File: src/rtl/core/fts_pkg.sv
// ============================================================================
// fts_pkg
// Shared widths, flag positions and helper types for the frame timestamp
// sanitizer.
// ============================================================================
package fts_pkg;

   // Internal time arithmetic width (two's complement, wraps at this width)
   localparam int TIME_BITS     = 64;
   localparam int IO_TIME_BITS  = 64;
   localparam int INTERVAL_BITS = 32;
   localparam int DELTA_BITS    = 63;
   localparam int SKIP_BITS     = 32;
   localparam int FLAG_BITS     = 6;

   // Divider step counter must hold TIME_BITS itself
   localparam int DIV_CNT_BITS  = $clog2(TIME_BITS + 1);

   // Stream payload widths, padded to whole bytes
   localparam int REQ_DATA_RAW  = 4 * IO_TIME_BITS + INTERVAL_BITS;
   localparam int REQ_DATA_BITS = ((REQ_DATA_RAW + 7) / 8) * 8;
   localparam int RSP_DATA_RAW  = 3 * IO_TIME_BITS + DELTA_BITS + SKIP_BITS + FLAG_BITS;
   localparam int RSP_DATA_BITS = ((RSP_DATA_RAW + 7) / 8) * 8;

   // Warning flag positions
   localparam int FLAG_FUTURE    = 0;
   localparam int FLAG_DEADLINE  = 1;
   localparam int FLAG_PRESENT   = 2;
   localparam int FLAG_LAG_SKIP  = 3;
   localparam int FLAG_FRAME_BWD = 4;
   localparam int FLAG_PRES_BWD  = 5;

   // Item kinds on req_tuser
   localparam logic KIND_UPDATE = 1'b0;
   localparam logic KIND_CLEAR  = 1'b1;

   typedef logic [TIME_BITS-1:0]     time_type;
   typedef logic [INTERVAL_BITS-1:0] interval_type;

   // Divider handshake status
   typedef struct packed {
      logic busy;
      logic done;
   } div_status_type;

   // Signed less-than on internal time values
   function automatic logic time_lt(time_type a, time_type b);
      return $signed(a) < $signed(b);
   endfunction

   // Sign-extend an internal time to the port width
   function automatic logic [IO_TIME_BITS-1:0] time_out(time_type t);
      return IO_TIME_BITS'($signed(t));
   endfunction

endpackage

File: src/rtl/core/fts_divider.sv
// ============================================================================
// fts_divider
// Bit-serial restoring divider: one quotient bit per cycle, TIME_BITS quotient bits.
// ============================================================================
module fts_divider (
   input  logic                                clock,
   input  logic                                reset,
   input  logic                                start,
   input  fts_pkg::time_type                   dividend,
   input  fts_pkg::interval_type               divisor,
   output fts_pkg::div_status_type             status,
   output fts_pkg::time_type                   quotient,
   output fts_pkg::interval_type               remainder
);

   localparam int IB = fts_pkg::INTERVAL_BITS;

   // Dividend shifts out at the top while quotient bits shift in at the bottom
   fts_pkg::time_type                   quo_ff, quo_in;
   fts_pkg::interval_type               rem_ff, rem_in;
   fts_pkg::interval_type               dvs_ff, dvs_in;
   logic [fts_pkg::DIV_CNT_BITS-1:0]    cnt_ff, cnt_in;
   logic                                busy_ff, busy_in;
   logic                                done_ff, done_in;

   logic [IB:0] trial;
   logic        fits;

   // One trial subtract per cycle
   assign trial = {rem_ff, quo_ff[fts_pkg::TIME_BITS-1]};
   assign fits  = trial >= {1'b0, dvs_ff};

   always_comb begin
      quo_in  = quo_ff;
      rem_in  = rem_ff;
      dvs_in  = dvs_ff;
      cnt_in  = cnt_ff;
      busy_in = busy_ff;
      done_in = 1'b0;
      if (start) begin
         quo_in  = dividend;
         rem_in  = '0;
         dvs_in  = divisor;
         cnt_in  = fts_pkg::DIV_CNT_BITS'(fts_pkg::TIME_BITS);
         busy_in = 1'b1;
      end else if (busy_ff) begin
         quo_in = {quo_ff[fts_pkg::TIME_BITS-2:0], fits};
         rem_in = fits ? IB'(trial - {1'b0, dvs_ff}) : trial[IB-1:0];
         cnt_in = cnt_ff - 1'b1;
         if (cnt_ff == fts_pkg::DIV_CNT_BITS'(1)) begin
            busy_in = 1'b0;
            done_in = 1'b1;
         end
      end
   end

   always_ff @(posedge clock) begin
      if (reset) begin
         busy_ff <= 1'b0;
         done_ff <= 1'b0;
         cnt_ff  <= '0;
      end else begin
         busy_ff <= busy_in;
         done_ff <= done_in;
         cnt_ff  <= cnt_in;
      end
      quo_ff <= quo_in;
      rem_ff <= rem_in;
      dvs_ff <= dvs_in;
   end

   assign status.busy = busy_ff;
   assign status.done = done_ff;
   assign quotient    = quo_ff;
   assign remainder   = rem_ff;

endmodule

File: src/rtl/core/frame_timestamp_sanitizer.sv
// ============================================================================
// frame_timestamp_sanitizer
// Clamps and lag-corrects frame timestamps, tracks frame deltas and raises
// warning flags; lag mod interval comes from a bit-serial divider.
// ============================================================================
//  channel | ports         | payload
//  --------+---------------+-------------------------------------------------
//  input   | req_t*        | tuser: kind; tdata: times, interval, now
//  result  | rsp_t*        | tdata: clean times, delta, skips, warn flags
//
//  A frame update steps through the clamp, lag, history, delta and finish
//  states, plus divider and adjust states when lag correction runs; the
//  divider yields one quotient bit a cycle. A clear transfer yields no result.
//  Reset is synchronous and clears the tracker state and both handshakes.
//  A held result waits in the output register; the next item is accepted
//  meanwhile and only its own result stalls behind rsp_tready.
module frame_timestamp_sanitizer (
   input  logic                                 clock,
   input  logic                                 reset,
   input  logic                                 req_tvalid,
   output logic                                 req_tready,
   // tuser: kind
   input  logic                                 req_tuser,
   // tdata: reported_frame_time, reported_deadline, reported_presentation,
   //        interval, current_time
   input  logic [fts_pkg::REQ_DATA_BITS-1:0]    req_tdata,
   output logic                                 rsp_tvalid,
   input  logic                                 rsp_tready,
   // tdata: clean_frame_time, clean_deadline, clean_presentation,
   //        time_delta, frames_skipped, warn_flags, zero pad
   output logic [fts_pkg::RSP_DATA_BITS-1:0]    rsp_tdata
);

   localparam int TB = fts_pkg::TIME_BITS;
   localparam int IO = fts_pkg::IO_TIME_BITS;
   localparam int IB = fts_pkg::INTERVAL_BITS;
   localparam int DB = fts_pkg::DELTA_BITS;
   localparam int SB = fts_pkg::SKIP_BITS;
   localparam int FB = fts_pkg::FLAG_BITS;

   typedef enum logic [3:0] {
      ST_IDLE,
      ST_CLAMP_DL,
      ST_CLAMP_PR,
      ST_LAG,
      ST_DIV_START,
      ST_DIV_WAIT,
      ST_ADJ_FT,
      ST_ADJ_DL,
      ST_ADJ_PR,
      ST_HIST_FT,
      ST_HIST_PR,
      ST_DELTA,
      ST_FINISH
   } state_type;

   state_type                 state_ff, state_in;
   fts_pkg::time_type         ft_ff, ft_in;
   fts_pkg::time_type         dl_ff, dl_in;
   fts_pkg::time_type         pr_ff, pr_in;
   fts_pkg::time_type         now_ff, now_in;
   fts_pkg::interval_type     iv_ff, iv_in;
   fts_pkg::time_type         lag_ff, lag_in;
   fts_pkg::time_type         adj_ff, adj_in;
   logic [SB-1:0]             skip_ff, skip_in;
   logic [FB-1:0]             flags_ff, flags_in;
   fts_pkg::time_type         last_ft_ff, last_ft_in;
   fts_pkg::time_type         last_pr_ff, last_pr_in;
   logic                      seen_ff, seen_in;
   logic [DB-1:0]             last_delta_ff, last_delta_in;
   logic                      rsp_valid_ff, rsp_valid_in;
   logic [fts_pkg::RSP_DATA_BITS-1:0] rsp_data_ff, rsp_data_in;
   logic                      div_start;

   fts_pkg::div_status_type   div_status;
   fts_pkg::time_type         div_quo;
   fts_pkg::interval_type     div_rem;
   fts_pkg::time_type         diff;

   // Input field unpacking, truncated to the internal width
   fts_pkg::time_type         in_ft, in_dl, in_pr, in_now;
   fts_pkg::interval_type     in_iv;

   assign in_ft  = req_tdata[TB-1:0];
   assign in_dl  = req_tdata[IO+TB-1:IO];
   assign in_pr  = req_tdata[2*IO+TB-1:2*IO];
   assign in_iv  = req_tdata[3*IO+IB-1:3*IO];
   assign in_now = req_tdata[3*IO+IB+TB-1:3*IO+IB];

   assign req_tready = (state_ff == ST_IDLE);
   assign rsp_tvalid = rsp_valid_ff;
   assign rsp_tdata  = rsp_data_ff;

   // Shared subtractor for lag and delta steps
   assign diff = (state_ff == ST_DELTA) ? ft_ff - last_ft_ff : now_ff - ft_ff;

   fts_divider u_div (
      .clock     (clock),
      .reset     (reset),
      .start     (div_start),
      .dividend  (lag_ff),
      .divisor   (iv_ff),
      .status    (div_status),
      .quotient  (div_quo),
      .remainder (div_rem)
   );

   // Sequencer: one clamp, adjustment or history step per state
   always_comb begin
      state_in      = state_ff;
      ft_in         = ft_ff;
      dl_in         = dl_ff;
      pr_in         = pr_ff;
      now_in        = now_ff;
      iv_in         = iv_ff;
      lag_in        = lag_ff;
      adj_in        = adj_ff;
      skip_in       = skip_ff;
      flags_in      = flags_ff;
      last_ft_in    = last_ft_ff;
      last_pr_in    = last_pr_ff;
      seen_in       = seen_ff;
      last_delta_in = last_delta_ff;
      rsp_valid_in  = rsp_valid_ff && !rsp_tready;
      rsp_data_in   = rsp_data_ff;
      div_start     = 1'b0;

      case (state_ff)
         ST_IDLE: begin
            if (req_tvalid) begin
               if (req_tuser == fts_pkg::KIND_CLEAR) begin
                  last_ft_in    = '0;
                  last_pr_in    = '0;
                  seen_in       = 1'b0;
                  last_delta_in = '0;
               end else begin
                  // Frame time no later than now
                  flags_in = '0;
                  skip_in  = '0;
                  now_in   = in_now;
                  iv_in    = in_iv;
                  dl_in    = in_dl;
                  pr_in    = in_pr;
                  if (fts_pkg::time_lt(in_now, in_ft)) begin
                     ft_in = in_now;
                     flags_in[fts_pkg::FLAG_FUTURE] = 1'b1;
                  end else begin
                     ft_in = in_ft;
                  end
                  state_in = ST_CLAMP_DL;
               end
            end
         end
         ST_CLAMP_DL: begin
            if (fts_pkg::time_lt(dl_ff, ft_ff)) begin
               dl_in = ft_ff;
               flags_in[fts_pkg::FLAG_DEADLINE] = 1'b1;
            end
            state_in = ST_CLAMP_PR;
         end
         ST_CLAMP_PR: begin
            if (fts_pkg::time_lt(pr_ff, dl_ff)) begin
               pr_in = dl_ff;
               flags_in[fts_pkg::FLAG_PRESENT] = 1'b1;
            end
            lag_in   = diff;
            state_in = ST_LAG;
         end
         ST_LAG: begin
            if (iv_ff != '0 && lag_ff >= TB'(iv_ff)) begin
               state_in = ST_DIV_START;
            end else begin
               state_in = ST_HIST_FT;
            end
         end
         ST_DIV_START: begin
            div_start = 1'b1;
            state_in  = ST_DIV_WAIT;
         end
         ST_DIV_WAIT: begin
            if (div_status.done) begin
               skip_in  = (div_quo > TB'({SB{1'b1}})) ? {SB{1'b1}} : SB'(div_quo);
               adj_in   = lag_ff - TB'(div_rem);
               flags_in[fts_pkg::FLAG_LAG_SKIP] = 1'b1;
               state_in = ST_ADJ_FT;
            end
         end
         ST_ADJ_FT: begin
            ft_in    = now_ff - TB'(div_rem);
            state_in = ST_ADJ_DL;
         end
         ST_ADJ_DL: begin
            dl_in    = dl_ff + adj_ff;
            state_in = ST_ADJ_PR;
         end
         ST_ADJ_PR: begin
            pr_in    = pr_ff + adj_ff;
            state_in = ST_HIST_FT;
         end
         ST_HIST_FT: begin
            // Monotonic frame time after the first frame
            if (seen_ff && fts_pkg::time_lt(ft_ff, last_ft_ff)) begin
               ft_in = last_ft_ff;
               flags_in[fts_pkg::FLAG_FRAME_BWD] = 1'b1;
            end
            state_in = ST_HIST_PR;
         end
         ST_HIST_PR: begin
            if (seen_ff && fts_pkg::time_lt(pr_ff, last_pr_ff)) begin
               pr_in = last_pr_ff;
               flags_in[fts_pkg::FLAG_PRES_BWD] = 1'b1;
            end
            state_in = ST_DELTA;
         end
         ST_DELTA: begin
            // Delta saturates when it does not fit the output field
            if (seen_ff) begin
               if (TB > DB && diff[TB-1]) begin
                  last_delta_in = {DB{1'b1}};
               end else begin
                  last_delta_in = DB'(diff);
               end
            end
            seen_in    = 1'b1;
            last_ft_in = ft_ff;
            last_pr_in = pr_ff;
            state_in   = ST_FINISH;
         end
         ST_FINISH: begin
            // Load the output register once it is free
            if (!rsp_valid_ff || rsp_tready) begin
               rsp_valid_in = 1'b1;
               rsp_data_in  = fts_pkg::RSP_DATA_BITS'({flags_ff, skip_ff, last_delta_ff,
                                                       fts_pkg::time_out(pr_ff),
                                                       fts_pkg::time_out(dl_ff),
                                                       fts_pkg::time_out(ft_ff)});
               state_in     = ST_IDLE;
            end
         end
         default: begin
            state_in = ST_IDLE;
         end
      endcase
   end

   always_ff @(posedge clock) begin
      if (reset) begin
         state_ff      <= ST_IDLE;
         last_ft_ff    <= '0;
         last_pr_ff    <= '0;
         seen_ff       <= 1'b0;
         last_delta_ff <= '0;
         rsp_valid_ff  <= 1'b0;
      end else begin
         state_ff      <= state_in;
         last_ft_ff    <= last_ft_in;
         last_pr_ff    <= last_pr_in;
         seen_ff       <= seen_in;
         last_delta_ff <= last_delta_in;
         rsp_valid_ff  <= rsp_valid_in;
      end
      ft_ff       <= ft_in;
      dl_ff       <= dl_in;
      pr_ff       <= pr_in;
      now_ff      <= now_in;
      iv_ff       <= iv_in;
      lag_ff      <= lag_in;
      adj_ff      <= adj_in;
      skip_ff     <= skip_in;
      flags_ff    <= flags_in;
      rsp_data_ff <= rsp_data_in;
   end

endmodule

File: config.mk
export PLATFORM = sky130hd
export DESIGN_NAME = frame_timestamp_sanitizer
export DESIGN_NICKNAME = d
export VERILOG_FILES = /design/src/rtl/core/fts_pkg.sv /design/src/rtl/core/fts_divider.sv /design/src/rtl/core/frame_timestamp_sanitizer.sv
export SDC_FILE = /design/constraint.sdc
export NUM_CORES = 2
export LEC_CHECK = 0
export BUFFER_PORTS_ARGS = -buffer_cell sky130_fd_sc_hd__buf_2
export CORE_ASPECT_RATIO = 1.5
export CORE_UTILIZATION = 30
export CTS_CLUSTER_SIZE = 24
export DETAILED_ROUTE_END_ITERATION = 8
export PLACE_DENSITY = 0.51
export RECOVER_POWER = 25
export SYNTH_ARGS = -nofsm -noshare
export SYNTH_HDL_FRONTEND = slang
export SYNTH_SLANG_ARGS = --single-unit
File: constraint.sdc
create_clock -name clock -period 19.1 [get_ports clock]
set_input_delay 1.91 -clock clock [delete_from_list [all_inputs] [get_ports clock]]
set_output_delay 1.91 -clock clock [all_outputs]
set_load 0.02 [all_outputs]
==> results.toml <==
[finish]
stdcell_area_sq_mm = 0.0784
nNetsFinal = 8583
most-common-layout-cells = "edfxtp_1, nand2_1, a21oi_1"
multiInputGateArea_sq_mm = 0.0354
ff_latch_area_sq_mm = 0.0301
mostFrequentLayoutCell = "edfxtp_1"
drive_gt1_share_pct = 10.6
fillCellCount = 23400
final_cell_count_no_fill = 10800
synthToLayoutAreaGrowth_pct = 14.4

[place]
dp.cells = 10600
place.detailed.hpwl_um = 236000
port_buffers = 587
dpl_cell_area_sq_mm = 0.0749
pre_cts_slack_ns = 12.53
gp_congestion = 0.991

[floorplan]
fp.dieH_um = 588
io_pins = 591
dieArea_sq_mm = 0.231
core_sq_mm = 0.227
dieWidth_um = 392
rows = 214
start_util_pct = 30.2

[synth]
yosys_warnings = 0
netlist_instances = 7174
synth_area_sq_mm = 0.0686
ys_seq_area_share_pct = 43.9
synth-async-reset-ratio_pct = 0
synth_area_leader_cell = "edfxtp_1"
syn_area_per_cell_sq_um = 9.56
synth_cell_types = 109
synth_top_flop_cell = "edfxtp_1"
synth_seq_cells = 1081
synth_top_area_share_pct = 36.9
synth_area_leaders = "edfxtp_1, ha_1, dfxtp_1"
synth-edff-count = 843

[grt]
grt_pass1_wl_um = 410000
first_global_vias = 57100
grt_max_degree = 131
overflow = 0
grt_antenna_before_repair = 14
grt.total_usage_pct = 24.6

[status]
violations = "capacitance limit, slew limit"
outcome = "complete, but fails checks"

[detailed_routing]
drt_iter0_markers = 5294
via_per_inst = 5.50
wl_per_cell_um = 27.3
drt-pass1-iter-count = 6
drtAntennaViolNets = 0
wl_um = 294000
num_vias = 59200
drc = 0

[timing]
finalHoldViolCount = 0
fin_crit_sh_pct = 48.8
finalClockSkew_ns = 0.0635
slew_violations = 577
rsz0062_at_grt = "no"
hold_ws_ns = 0.393
fin_tns_setup_ns = 0
finalWorstSetupSlack_ns = 9.77
setup_viol_count_final = 0
max_freq_mhz = 107
finalCriticalPeriod_ns = 9.33
max_slew.worst_pin.slew_ns = 8.13
relSlewSlack_pct = -442

[clock_network]
numCtsBuffers = 112
post_cts_buffers = 0
h-tree-depth = 3
cts-root-buf = "clkbuf_16"
clk_latency_ns = 0.79
clock_path_buffers = 3
cts_sinks = 1081
tritoncts = "built"
cts_resized = 0
postCtsHoldBufs = 0
clk_pin_slew_ns = 0.07

[pwr]
power_density_mw_per_mm2 = 99.5
leakage_uw = 0.0311
vdd_drop_max_uv = 82.8

[setup_path]
ff2ff_setup_slack_ns = 9.77
cp_max_fo = 130
crit_required_ns = 19.66
start_kind = "flip-flop"
rr_endpoint = "pr_ff[10]"
rr_worst_depth = 5
worstSetupEndpointType = "flip-flop"
arrival_ns = 9.89
r2r_start = "state_ff[1]"
worstSetupPathType = "flip-flop to flip-flop"

[min_path]
min_from = "last_delta_ff[7]"
hold_path_depth = 0
hp-class = "flip-flop to flip-flop"
hold_end = "rsp_tdata[199]"

[job]
drv_cap = 9
-- state kept, by name (all words and copies together), names as in the netlist, 4 cells and up --
signal / cells
flags_ff: 6
u_div.quotient: 64
rsp_tdata: 293
dl_ff: 64
ft_ff: 64
iv_ff: 32
pr_ff: 64
lag_ff: 64
now_ff: 64
state_ff: 4
last_ft_ff: 64
u_div.dvs_ff: 32
skip_ff: 32
u_div.remainder: 32
last_pr_ff: 64
adj_ff: 64
last_delta_ff: 63
u_div.cnt_ff: 7
-- cell families after synthesis --
family	count (synthesis)	synth area share [%]
XOR/XNOR	366	4.69
adder cells (fa/ha/maj)	642	11.8
AO/OA/AOI/OAI	2160	20.0
flip-flops	1081	43.9
multiplexers	93	1.36
AND/OR/NAND/NOR	1990	13.6
buffers and inverters	841	4.69
other	1	0.00547
-- cell usage after synthesis (24+ instances only) --
cell	instances
nor2_1	387
edfxtp_1	843
o21a_1	79
and3_1	35
and2_1	31
o31ai_1	31
nand4_1	137
nor4_1	46
nand2_1	771
a222oi_1	40
inv_1	528
xor2_1	164
dfxtp_1	238
nor3_1	105
buf_2	29
xnor2_1	201
a22oi_1	103
nand2b_1	57
o21ai_1	127
a311oi_1	24
ha_1	635
nor2b_1	61
a31oi_1	49
a221oi_1	35
a21o_1	254
mux2i_1	92
clkbuf_1	262
o211ai_1	52
nand3_1	238
a21oi_1	691
a211oi_1	60
o21ai_0	354
o21bai_1	72
-- report_power, final --
| part | switching [uW] | total (uW) | internal [uW] | leakage (uW) |
|---|---|---|---|---|
| clock network | 1060 | 2310 | 1250 | 0.00181 |
| logic | 1640 | 2540 | 900 | 0.0195 |
| registers | 231 | 2960 | 2730 | 0.00982 |
| total | 2930 | 7810 | 4880 | 0.0311 |
-- final cells by class --
class,instances,area share [%]
Antenna cell,2,0.00638
Clock buffer,147,3.87
Clock inverter,67,0.949
Inverter,530,2.54
Multi-Input combinational cell,5254,45.2
Sequential cell,1081,38.4
Tap cell,3024,4.82
Timing Repair Buffer,669,4.27
-- layer usage --
metal | part of all wire [%] | track usage, % | vias to the layer above
li1 | - | - | 27500
met1 | 42 | 32.2 | 29000
met2 | 45 | 39.2 | 2350
met3 | 6.5 | 3.22 | 441
met4 | 6.2 | 13.3 | 2
met5 | 0.0044 | 0 | -
-- worst max-delay path, cell delays in order (launching register included) --
cell	delay, ns
dfxtp_1	0.77
nand2b_1	0.39
nor3_2	0.19
clkbuf_1	5.34
a222oi_1	1.67
o31ai_1	0.37
-- through the flow --
stage	total power, uW	util (%)
finish	7810	34.6
CTS	7830	34.7
floorplan	4570	-
global route	8160	34.6
detailed placement	5510	33.0
global placement	5490	33.0
-- worst max path at each step --
stage	start	to
2_1_floorplan	rsp_tready	rsp_tdata[0]
3_3_place_gp	req_tdata[9]	ft_ff[0]
3_5_place_dp	req_tdata[13]	ft_ff[28]
4_1_cts	req_tdata[13]	ft_ff[30]
5_1_grt	state_ff[1]	pr_ff[10]
6_report	state_ff[1]	pr_ff[10]
Power figures use the tool's default switching activity.
